`src/rtl/core/tts_pkg.sv`:
```
`timescale 1ns / 1ps
package tts_pkg;
  localparam int ENTRIES = 16;
  localparam int SLOT_W = $clog2(ENTRIES);
  localparam int TIME_W = 48;
  localparam int ID_W = 32;

  localparam logic [1:0] OP_ADD = 2'd0;
  localparam logic [1:0] OP_REMOVE = 2'd1;
  localparam logic [1:0] OP_TICK = 2'd2;

  localparam logic [2:0] RES_ADDED = 3'd0;
  localparam logic [2:0] RES_FULL = 3'd1;
  localparam logic [2:0] RES_REMOVED = 3'd2;
  localparam logic [2:0] RES_NOT_FOUND = 3'd3;
  localparam logic [2:0] RES_EXPIRED = 3'd4;

  typedef struct packed {
    logic [1:0] opcode;
    logic [31:0] delay;
    logic repeat_req;
    logic [31:0] target_id;
  } tts_in_t;

  typedef struct packed {
    logic [2:0] event_res;
    logic [31:0] entry_id;
    logic last;
  } tts_out_t;
endpackage

```
`src/rtl/core/timer_task_scheduler.sv`:
```
`timescale 1ns / 1ps
// Channel | ports                          | payload
// in      | in_valid / in_ready / in_data  | tts_in_t  (opcode, delay, repeat_req, target_id)
// out     | out_valid / out_ready/ out_data| tts_out_t (event_res, entry_id, last)
//
// Add: the result register is loaded as the executor takes the request.
// Remove: the result follows a linear id match over the slot table.
// Tick: a single scan of the slots when nothing is due. With due entries, each
//   firing is a full scan for the earliest (expiry, id) due entry plus a fire
//   state, and the last result drains before the next request.
// Reset (rst_n low, synchronous) empties the table and zeroes time and id counter.
// A two-request queue fronts the executor, so requests are taken while results
// stall; the result register holds until out_ready.
module timer_task_scheduler (
  input  logic clk,
  input  logic rst_n,
  input  logic in_valid,
  output logic in_ready,
  input  tts_pkg::tts_in_t in_data,
  output logic out_valid,
  input  logic out_ready,
  output tts_pkg::tts_out_t out_data
);
  import tts_pkg::*;
  logic q_valid, q_ready;
  tts_in_t q_data;

  tts_front u_front (
    .clk, .rst_n, .in_valid, .in_ready, .in_data,
    .q_valid, .q_ready, .q_data
  );

  tts_back u_back (
    .clk, .rst_n, .q_valid, .q_ready, .q_data,
    .out_valid, .out_ready, .out_data
  );
endmodule

```
`src/rtl/core/tts_front.sv`:
```
`timescale 1ns / 1ps
// Two-entry request queue; drops the unused opcode.
module tts_front (
  input  logic clk,
  input  logic rst_n,
  input  logic in_valid,
  output logic in_ready,
  input  tts_pkg::tts_in_t in_data,
  output logic q_valid,
  input  logic q_ready,
  output tts_pkg::tts_in_t q_data
);
  import tts_pkg::*;
  tts_in_t mem_r [2];
  logic wp_r, rp_r;
  logic [1:0] cnt_r;
  logic push, pop, keep;

  assign in_ready = (cnt_r != 2'd2);
  assign keep = (in_data.opcode == OP_ADD) || (in_data.opcode == OP_REMOVE) ||
                (in_data.opcode == OP_TICK);
  assign push = in_valid && in_ready && keep;
  assign q_valid = (cnt_r != 2'd0);
  assign q_data = mem_r[rp_r];
  assign pop = q_valid && q_ready;

  always_ff @(posedge clk) begin
    if (push) mem_r[wp_r] <= in_data;
    if (!rst_n) begin
      wp_r <= 1'b0;
      rp_r <= 1'b0;
      cnt_r <= 2'd0;
    end else begin
      if (push) wp_r <= ~wp_r;
      if (pop) rp_r <= ~rp_r;
      cnt_r <= cnt_r + {1'b0, push} - {1'b0, pop};
    end
  end
endmodule

```
`src/rtl/core/tts_back.sv`:
```
`timescale 1ns / 1ps
// Executes one request at a time. A tick repeatedly scans the slots, one slot a
// cycle, picking the earliest due entry, then fires it.
module tts_back (
  input  logic clk,
  input  logic rst_n,
  input  logic q_valid,
  output logic q_ready,
  input  tts_pkg::tts_in_t q_data,
  output logic out_valid,
  input  logic out_ready,
  output tts_pkg::tts_out_t out_data
);
  import tts_pkg::*;
  typedef enum logic [2:0] {S_IDLE, S_SCAN, S_FIRE, S_REM, S_WAIT} state_t;
  state_t state_r;
  logic [TIME_W-1:0] now_r;
  logic [ID_W-1:0] next_id_r;
  logic [ENTRIES-1:0] valid_r, due_r;
  logic [TIME_W-1:0] exp_r [ENTRIES];
  logic [ID_W-1:0] ival_r [ENTRIES];
  logic [ID_W-1:0] id_r [ENTRIES];
  logic [ENTRIES-1:0] rep_r;
  logic [SLOT_W-1:0] idx_r, best_r;
  logic have_r, more_r;
  logic [ID_W-1:0] tgt_r;
  logic found_r;
  tts_in_t req;
  logic [SLOT_W-1:0] free_slot;
  logic any_free;
  logic [ID_W-1:0] id_nxt;
  logic better;
  logic [ID_W-1:0] iv;
  logic idx_last;

  assign req = q_data;
  assign q_ready = (state_r == S_IDLE);
  assign idx_last = (idx_r == SLOT_W'(ENTRIES - 1));

  always_comb begin
    free_slot = '0;
    any_free = 1'b0;
    for (int i = ENTRIES - 1; i >= 0; i--) begin
      if (!valid_r[i]) begin
        free_slot = SLOT_W'(i);
        any_free = 1'b1;
      end
    end
  end

  assign id_nxt = (next_id_r == '1) ? ID_W'(1) : next_id_r + ID_W'(1);
  assign better = due_r[idx_r] && (!have_r || exp_r[idx_r] < exp_r[best_r] ||
                  (exp_r[idx_r] == exp_r[best_r] && id_r[idx_r] < id_r[best_r]));
  assign iv = (ival_r[best_r] == '0) ? ID_W'(1) : ival_r[best_r];

  always_ff @(posedge clk) begin
    if (!rst_n) begin
      state_r <= S_IDLE;
      now_r <= '0;
      next_id_r <= '0;
      valid_r <= '0;
      due_r <= '0;
      out_valid <= 1'b0;
      idx_r <= '0;
      best_r <= '0;
      have_r <= 1'b0;
      more_r <= 1'b0;
      found_r <= 1'b0;
    end else begin
      // the fire state reloads the result register itself when it drains
      if (out_valid && out_ready && state_r != S_FIRE) out_valid <= 1'b0;
      case (state_r)
        S_IDLE: begin
          if (q_valid) begin
            case (req.opcode)
              OP_ADD: begin
                out_valid <= 1'b1;
                out_data.last <= 1'b1;
                if (any_free) begin
                  next_id_r <= id_nxt;
                  valid_r[free_slot] <= 1'b1;
                  exp_r[free_slot] <= now_r + TIME_W'(req.delay);
                  ival_r[free_slot] <= req.delay;
                  rep_r[free_slot] <= req.repeat_req;
                  id_r[free_slot] <= id_nxt;
                  out_data.event_res <= RES_ADDED;
                  out_data.entry_id <= id_nxt;
                end else begin
                  out_data.event_res <= RES_FULL;
                  out_data.entry_id <= '0;
                end
                state_r <= S_WAIT;
              end
              OP_REMOVE: begin
                tgt_r <= req.target_id;
                found_r <= 1'b0;
                idx_r <= '0;
                state_r <= S_REM;
              end
              default: begin
                now_r <= now_r + TIME_W'(1);
                for (int i = 0; i < ENTRIES; i++)
                  due_r[i] <= valid_r[i] && (exp_r[i] <= now_r + TIME_W'(1));
                idx_r <= '0;
                have_r <= 1'b0;
                more_r <= 1'b0;
                state_r <= S_SCAN;
              end
            endcase
          end
        end
        S_REM: begin
          if (valid_r[idx_r] && id_r[idx_r] == tgt_r) begin
            valid_r[idx_r] <= 1'b0;
            found_r <= 1'b1;
          end
          if (idx_last) begin
            out_valid <= 1'b1;
            out_data.last <= 1'b1;
            if (found_r || (valid_r[idx_r] && id_r[idx_r] == tgt_r)) begin
              out_data.event_res <= RES_REMOVED;
              out_data.entry_id <= tgt_r;
            end else begin
              out_data.event_res <= RES_NOT_FOUND;
              out_data.entry_id <= '0;
            end
            state_r <= S_WAIT;
          end
          idx_r <= idx_r + SLOT_W'(1);
        end
        S_SCAN: begin
          // more_r: a second due entry was seen, so this one is not the last
          if (due_r[idx_r]) begin
            if (have_r) more_r <= 1'b1;
            have_r <= 1'b1;
          end
          if (better) best_r <= idx_r;
          if (idx_last) state_r <= (have_r || due_r[idx_r]) ? S_FIRE : S_IDLE;
          idx_r <= idx_r + SLOT_W'(1);
        end
        S_FIRE: begin
          if (!out_valid || out_ready) begin
            out_valid <= 1'b1;
            out_data.event_res <= RES_EXPIRED;
            out_data.entry_id <= id_r[best_r];
            out_data.last <= !more_r;
            due_r[best_r] <= 1'b0;
            if (rep_r[best_r]) exp_r[best_r] <= now_r + TIME_W'(iv);
            else valid_r[best_r] <= 1'b0;
            idx_r <= '0;
            have_r <= 1'b0;
            more_r <= 1'b0;
            state_r <= more_r ? S_SCAN : S_WAIT;
          end
        end
        S_WAIT: begin
          if (!out_valid || out_ready) state_r <= S_IDLE;
        end
        default: state_r <= S_IDLE;
      endcase
    end
  end
endmodule

```
`config.mk`:
```
export PLATFORM = sky130hd
export DESIGN_NAME = timer_task_scheduler
export DESIGN_NICKNAME = d
export VERILOG_FILES = /design/src/rtl/core/tts_pkg.sv /design/src/rtl/core/timer_task_scheduler.sv /design/src/rtl/core/tts_front.sv /design/src/rtl/core/tts_back.sv
export SDC_FILE = /design/constraint.sdc
export NUM_CORES = 2
export LEC_CHECK = 0
export BUFFER_PORTS_ARGS = -buffer_cell sky130_fd_sc_hd__buf_2
export CAP_MARGIN = 5
export CORE_MARGIN = 4
export CORE_UTILIZATION = 50
export CTS_BUF_LIST = sky130_fd_sc_hd__clkbuf_4 sky130_fd_sc_hd__clkbuf_8
export DETAILED_ROUTE_END_ITERATION = 10
export PLACE_DENSITY = 0.62
export SKIP_CTS_REPAIR_TIMING = 1
export SYNTH_ARGS = -nofsm -noshare
export SYNTH_HDL_FRONTEND = slang
export SYNTH_SLANG_ARGS = --single-unit
export TNS_END_PERCENT = 50
```
`constraint.sdc`:
```
create_clock -name clk -period 9.5 [get_ports clk]
set_input_delay 0.475 -clock clk [delete_from_list [all_inputs] [get_ports clk]]
set_output_delay 0.475 -clock clk [all_outputs]
set_load 0.03 [all_outputs]
```
Yosys cells after proc, flatten, opt, wreduce, memory -nomap -nowiden
Memory sizes are Yosys's and may differ from the RTL's. A register that Yosys moved wholly into a read port is not among the register bits. Index checks and enable logic that the tools add are counted.

Output and inout bits: 38. Input bits: 71. Latch bits: 0. Register bits: 215. Bits in writable memories: 1926. Memories kept: 4. Word-level logic and storage cells: 277. Memory bits (read-only): 0.

Memories: u_back.exp_r (depth 16, width 48, read ports 18, clocked after Yosys merged registers in 2, write ports 1, line tts_back.sv:20) `logic [TIME_W-1:0] exp_r [ENTRIES];`; u_back.id_r (depth 16, width 32, read ports 2, clocked after Yosys merged registers in 2, write ports 1, line tts_back.sv:22) `logic [ID_W-1:0] id_r [ENTRIES];`; u_back.ival_r (depth 16, width 32, read ports 1, clocked after Yosys merged registers in 1, write ports 1, line tts_back.sv:21) `logic [ID_W-1:0] ival_r [ENTRIES];`; u_front.mem_r (depth 2, width 67, read ports 1, clocked after Yosys merged registers in 1, write ports 1, line tts_front.sv:14) `tts_in_t mem_r [2];`.

Bitwise gates (word level): 9. Eq/ne operators: 27. Reduce and logical (&&, ||, !) cells: 63. Magnitude comparators: 24. $add $sub $neg: 7. Shift operators: 0. Muxes and demuxes: 124. Divide/modulo/power cells: 0. Multiply operators: 0.

Operators by type and width (count): 48-bit <= comparator (16); 16-bit 2-to-1 mux (9); 36-bit 2-to-1 mux (4); 4-bit 2-to-1 mux (30); 36-bit one-hot mux with 3 select lines (1); 48-bit by 32-bit adder with 48-bit output (2); 33-bit 2-to-1 mux (2); 32-bit 2-to-1 mux (2); 1-bit 2-to-1 mux (52); 48-bit by 1-bit adder with 48-bit output (second input constant) (1); 16-bit AND (3); 48-bit == test (1); 48-bit < comparator (1); 48-bit 2-to-1 mux (1); 16-bit one-hot mux with 3 select lines (1); 48-bit OR reduction (1); 32-bit by 1-bit adder with 32-bit output (second input constant) (1); 32-bit == test (1); 32-bit == test (second input constant) (1); 32-bit logical NOT (1); 32-bit < comparator (1); 16-bit NOT (2); 16-bit one-hot mux with 2 select lines (1); 1-bit logical AND (27); 39 further kinds (92).

Logic depth before layout (Yosys ltp)
Depth after elaboration: 25. Depth in mapped cells: 23. Gate-level depth less buffers: 21.

Modules after synthesis
A second synthesis with hierarchy kept.

Cells, all modules: 7292. Area, all modules: 115004.0 um^2.

By module, submodules not included: tts_back (times used 1, seq. area each 59036.6 um^2, cells an instance 7053, area each 109785.3 um^2); tts_front (times used 1, seq. area each 4124.0 um^2, cells an instance 239, area each 5218.8 um^2).

Least setup slack after synthesis
No wires, ideal clock.

Path kind: register to register. From: register u_back.state_r[2]. To: register u_back.out_data[0] (netlist name). Period minus slack after synthesis: 7.546 ns. Cell stages (with the launch flop): 7. Data required time: 8.876 ns. Slack: 1.954 ns. Path buffers: 2. Library setup time: 0.624 ns. Data arrival time: 6.922 ns. Cells stage by stage: dfxtp_1 > clkbuf_1 > nand2b_1 > clkbuf_1 > or2_2 > o21ai_1 > a2111oi_0.

Cells in the longest elaborated chain, start to end: 3. Elaborated cells between the ends (all ways): 9. Classes of those cells: 6 x eq/ne; 3 x reduce/logical.

RTL lines: start, declared (line tts_back.sv:16) `state_t state_r;`; start signal, assigned (line tts_back.sv:138) `if (idx_last) state_r <= (have_r || due_r[idx_r]) ? S_FIRE : S_IDLE;`; start signal, assigned (line tts_back.sv:153) `state_r <= more_r ? S_SCAN : S_WAIT;`; 3-bit by 2-bit == test with 1-bit output or 3-bit logical NOT (tied branches) (line tts_back.sv:72) `case (state_r)`; 2-bit by 1-bit != test with 1-bit output (no source line) or 3-bit nonzero test (tied branches); 6-bit AND reduction (no source line) (*).

Every way passes the cells marked *; elsewhere a longest branch is shown, timed or not. A chain may end at the register's enable or synchronous reset.

==> results.sh <==
export IMPL_worstPathRequired_ns=10.17
export IMPL_final_common_cell="edfxtp_1"
export IMPL_finClkSkew_ns=0.0953
export IMPL_nets=8544
export IMPL_fillers=17900
export IMPL_yosysWarnings=0
export IMPL_end_kind="register"
export IMPL_synthAdderAreaFrac_pct=9.70
export IMPL_hold_viol=0
export IMPL_drv_cap=0
export IMPL_synth_top_area_share_pct=52.7
export IMPL_setup_violations=0
export IMPL_synth_top_family_by_area="multiplexers"
export IMPL_drive_gt1_share_pct=26.0
export IMPL_p_per_area_nw_per_um2=184
export IMPL_grt_max_degree=109
export IMPL_area_growth_pct=11.7
export IMPL_syn_cell_area_um2=115000
export IMPL_cp_start_kind="register"
export IMPL_core_area_um2=228000
export IMPL_cts_sinks=2150
export IMPL_detail_route_antenna_nets=0
export IMPL_hpwl_um=265000
export IMPL_track_usage_pct=32.8
export IMPL_yosys_area_top_type="edfxtp_1"
export IMPL_wirelength_um=392000
export IMPL_detail_route_wl_per_cell_um=36.0
export IMPL_cts_max_level=5
export IMPL_synth_edf_count=2010
export IMPL_max_freq_ghz=0.123
export IMPL_via_per_inst=6.77
export IMPL_postSynthCellCount=7148
export IMPL_clkTransAtPathRegs_ns=0.06
export IMPL_synth_ff_type="edfxtp_1"
export IMPL_initial_core_util_pct=50.3
export IMPL_avgSynthCellArea_um2=16.0
export IMPL_ys_seq_elements=2150
export IMPL_drtPass1Iterations=6
export IMPL_critPathKind="register to register"
export IMPL_synth_xor_area_share_pct=1.56
export IMPL_clkLatencyLatePin_ns=1.11
export IMPL_hold_class="primary input to register"
export IMPL_num_rows=175
export IMPL_synth_compound_area_share_pct=6.05
export IMPL_cts_buffer_depth=4
export IMPL_drt_iter0_markers=8579
export IMPL_grt_pass1_wl_um=549000
export IMPL_leakage_nw=42.7
export IMPL_cts_buffers=378
export IMPL_grt_pass1_vias=73600
export IMPL_root_buffer="clkbuf_8"
export IMPL_ir_drop_mv=0.204
export IMPL_slew_viol_final=0
export IMPL_antenna_found_initial=22
export IMPL_seq_area_frac_synth_pct=55.1
export IMPL_grt_setup_unrepaired="no"
export IMPL_synthTopCellsByArea="edfxtp_1, mux4_2, ha_1"
export IMPL_die_h_um=487
export IMPL_synthSimpleGateAreaFrac_pct=5.66
export IMPL_finalCriticalPeriod_ns=8.11
export IMPL_power_mw=23.6
export IMPL_synthArstFlopShare_pct=0
export IMPL_final_cell_mix="edfxtp_1, mux4_2, ha_1, clkbuf_8, a21oi_1"
export IMPL_io_buffers=108
export IMPL_synthMuxAreaShare_pct=20.1
export IMPL_synth_cell_types=80
export IMPL_gp_congestion=1.02
export IMPL_fin_setup_tns_ns=0
export IMPL_fin_crit_sh_pct=85.3
export IMPL_num_io_pins=109
export IMPL_worst_ep_arrival_time_ns=8.77
export IMPL_run_status="completed"
export IMPL_cts_tree="done"
export IMPL_num_vias=73800
export IMPL_drc=0
export IMPL_worstMarginPinSlew_ns=1.37
export IMPL_die_w_um=487
export IMPL_grt_overflow=0
export IMPL_slew_headroom_pct=7.72
export IMPL_syn_nets=8107
export IMPL_dieArea_um2=237000
export IMPL_critPathMaxFanout=46
[kinds of logic (layout without fill, tap and decap cells)]
kind of cell             after synthesis  count (layout)
XOR/XNOR                             204             204
AND/OR/NAND/NOR                     1268            1268
multiplexers                        1099            1099
AO/OA/AOI/OAI                       1069            1069
other                                  0               5
adder cells (fa/ha/maj)              888             888
flip-flops                          2150            2150
buffers and inverters                470            1201
[sequential cells by signal, summed over array words and instances (netlist names), 16 cells and up, named ones only]
signal            count
u_back.valid_r       16
u_back.due_r         16
u_back.ival_r       512
u_back.next_id_r     32
u_back.tgt_r         32
u_back.now_r         48
u_front.mem_r       134
u_back.id_r         512
u_back.exp_r        768
u_back.rep_r         16
u_back.out_data      36
[worst paths after layout]
check                                         start                                end  slack [ns]  cells past startpoint
setup / recovery                           register      u_back.exp_r[8][42]$_DFFE_PP_        1.39                     22
hold / removal                             in_valid          u_front.wp_r$_SDFFE_PN0P_        0.01                      4
setup reg to reg                           register      u_back.exp_r[8][42]$_DFFE_PP_        1.39                     22
hold reg to reg   u_back.next_id_r[27]$_SDFFE_PN0P_  u_back.next_id_r[27]$_SDFFE_PN0P_        0.49                      2
[critical path, cell delays in order (launching register included)]
cell	delay, ns
dfxtp_4	0.61
buf_12	0.37
mux4_2	0.56
mux4_2	0.54
nor4_1	0.49
nand4_1	0.32
nor2_1	0.22
or3_1	0.18
o21a_1	0.15
ha_1	0.19
inv_1	0.07
fa_1	0.40
nor2b_1	0.19
o2111ai_1	0.15
a21oi_1	0.24
a211oi_1	0.20
a2111oi_0	0.68
o311ai_1	0.22
a21oi_1	0.27
o31ai_2	0.09
buf_4	0.21
a211oi_1	0.33
xor2_1	0.93
[stage by stage]
| step | setup WS [ns] | cell area (um2) | std cells | hold WS [ns] | util [%] |
|---|---|---|---|---|---|
| 6_report | 1.39 | 128000 | 10900 | 0.0147 | 56.2 |
| 5_1_grt | 0.817 | 128000 | 10900 | 0.00418 | 56.2 |
| 4_1_cts | 1.37 | 127000 | 10800 | -0.560 | 55.9 |
| 3_5_place_dp | 1.48 | 120000 | 10100 | 0.473 | 52.6 |
| 3_3_place_gp | 1.45 | 120000 | 10100 | 0.459 | 52.6 |
| 2_1_floorplan | 1.95 | 115000 | 7148 | 0.438 | - |
[where the power goes]
part	total (mW)	internal [mW]	leakage, nW	switching [mW]
combinational	3.83	1.45	19.3	2.38
sequential	11.0	10.9	19.4	0.189
clock	8.69	4.77	3.93	3.92
total	23.6	17.1	42.7	6.49
[layout make-up]
| type | count | area (um2) | share of cell area, % |
|---|---|---|---|
| Clock inverter | 175 | 1320 | 1.03 |
| Sequential cell | 2150 | 63200 | 49.4 |
| Antenna cell | 5 | 12.5 | 0.00978 |
| Clock buffer | 499 | 6170 | 4.83 |
| Tap cell | 3009 | 3760 | 2.94 |
| Timing Repair Buffer | 382 | 2980 | 2.33 |
| Inverter | 145 | 552 | 0.431 |
| Multi-Input combinational cell | 4528 | 50000 | 39.0 |
[synthesized netlist by cell type, types with 41 or more instances]
library cell / count
mux2i_1: 46
edfxtp_1: 2010
dfxtp_1: 140
xnor2_1: 110
a221o_1: 41
a21oi_1: 322
nand4_1: 211
nor3_1: 76
mux4_2: 953
inv_1: 145
o21a_1: 63
nand2_1: 250
ha_1: 887
nand3_1: 109
mux2_2: 99
nand2b_1: 59
nor2_1: 295
nor2b_1: 115
xor2_1: 94
buf_2: 84
o21ai_0: 192
a21o_1: 250
clkbuf_1: 185
[routing by layer]
layer,global-route usage [%],wire [um],vias up
met3,6.56,35500,864
met1,44.0,152000,38400
met2,51.6,182000,4044
li1,-,-,30500
met4,15.9,21700,14
met5,0,100,-
(Power assumes the default switching activity.)
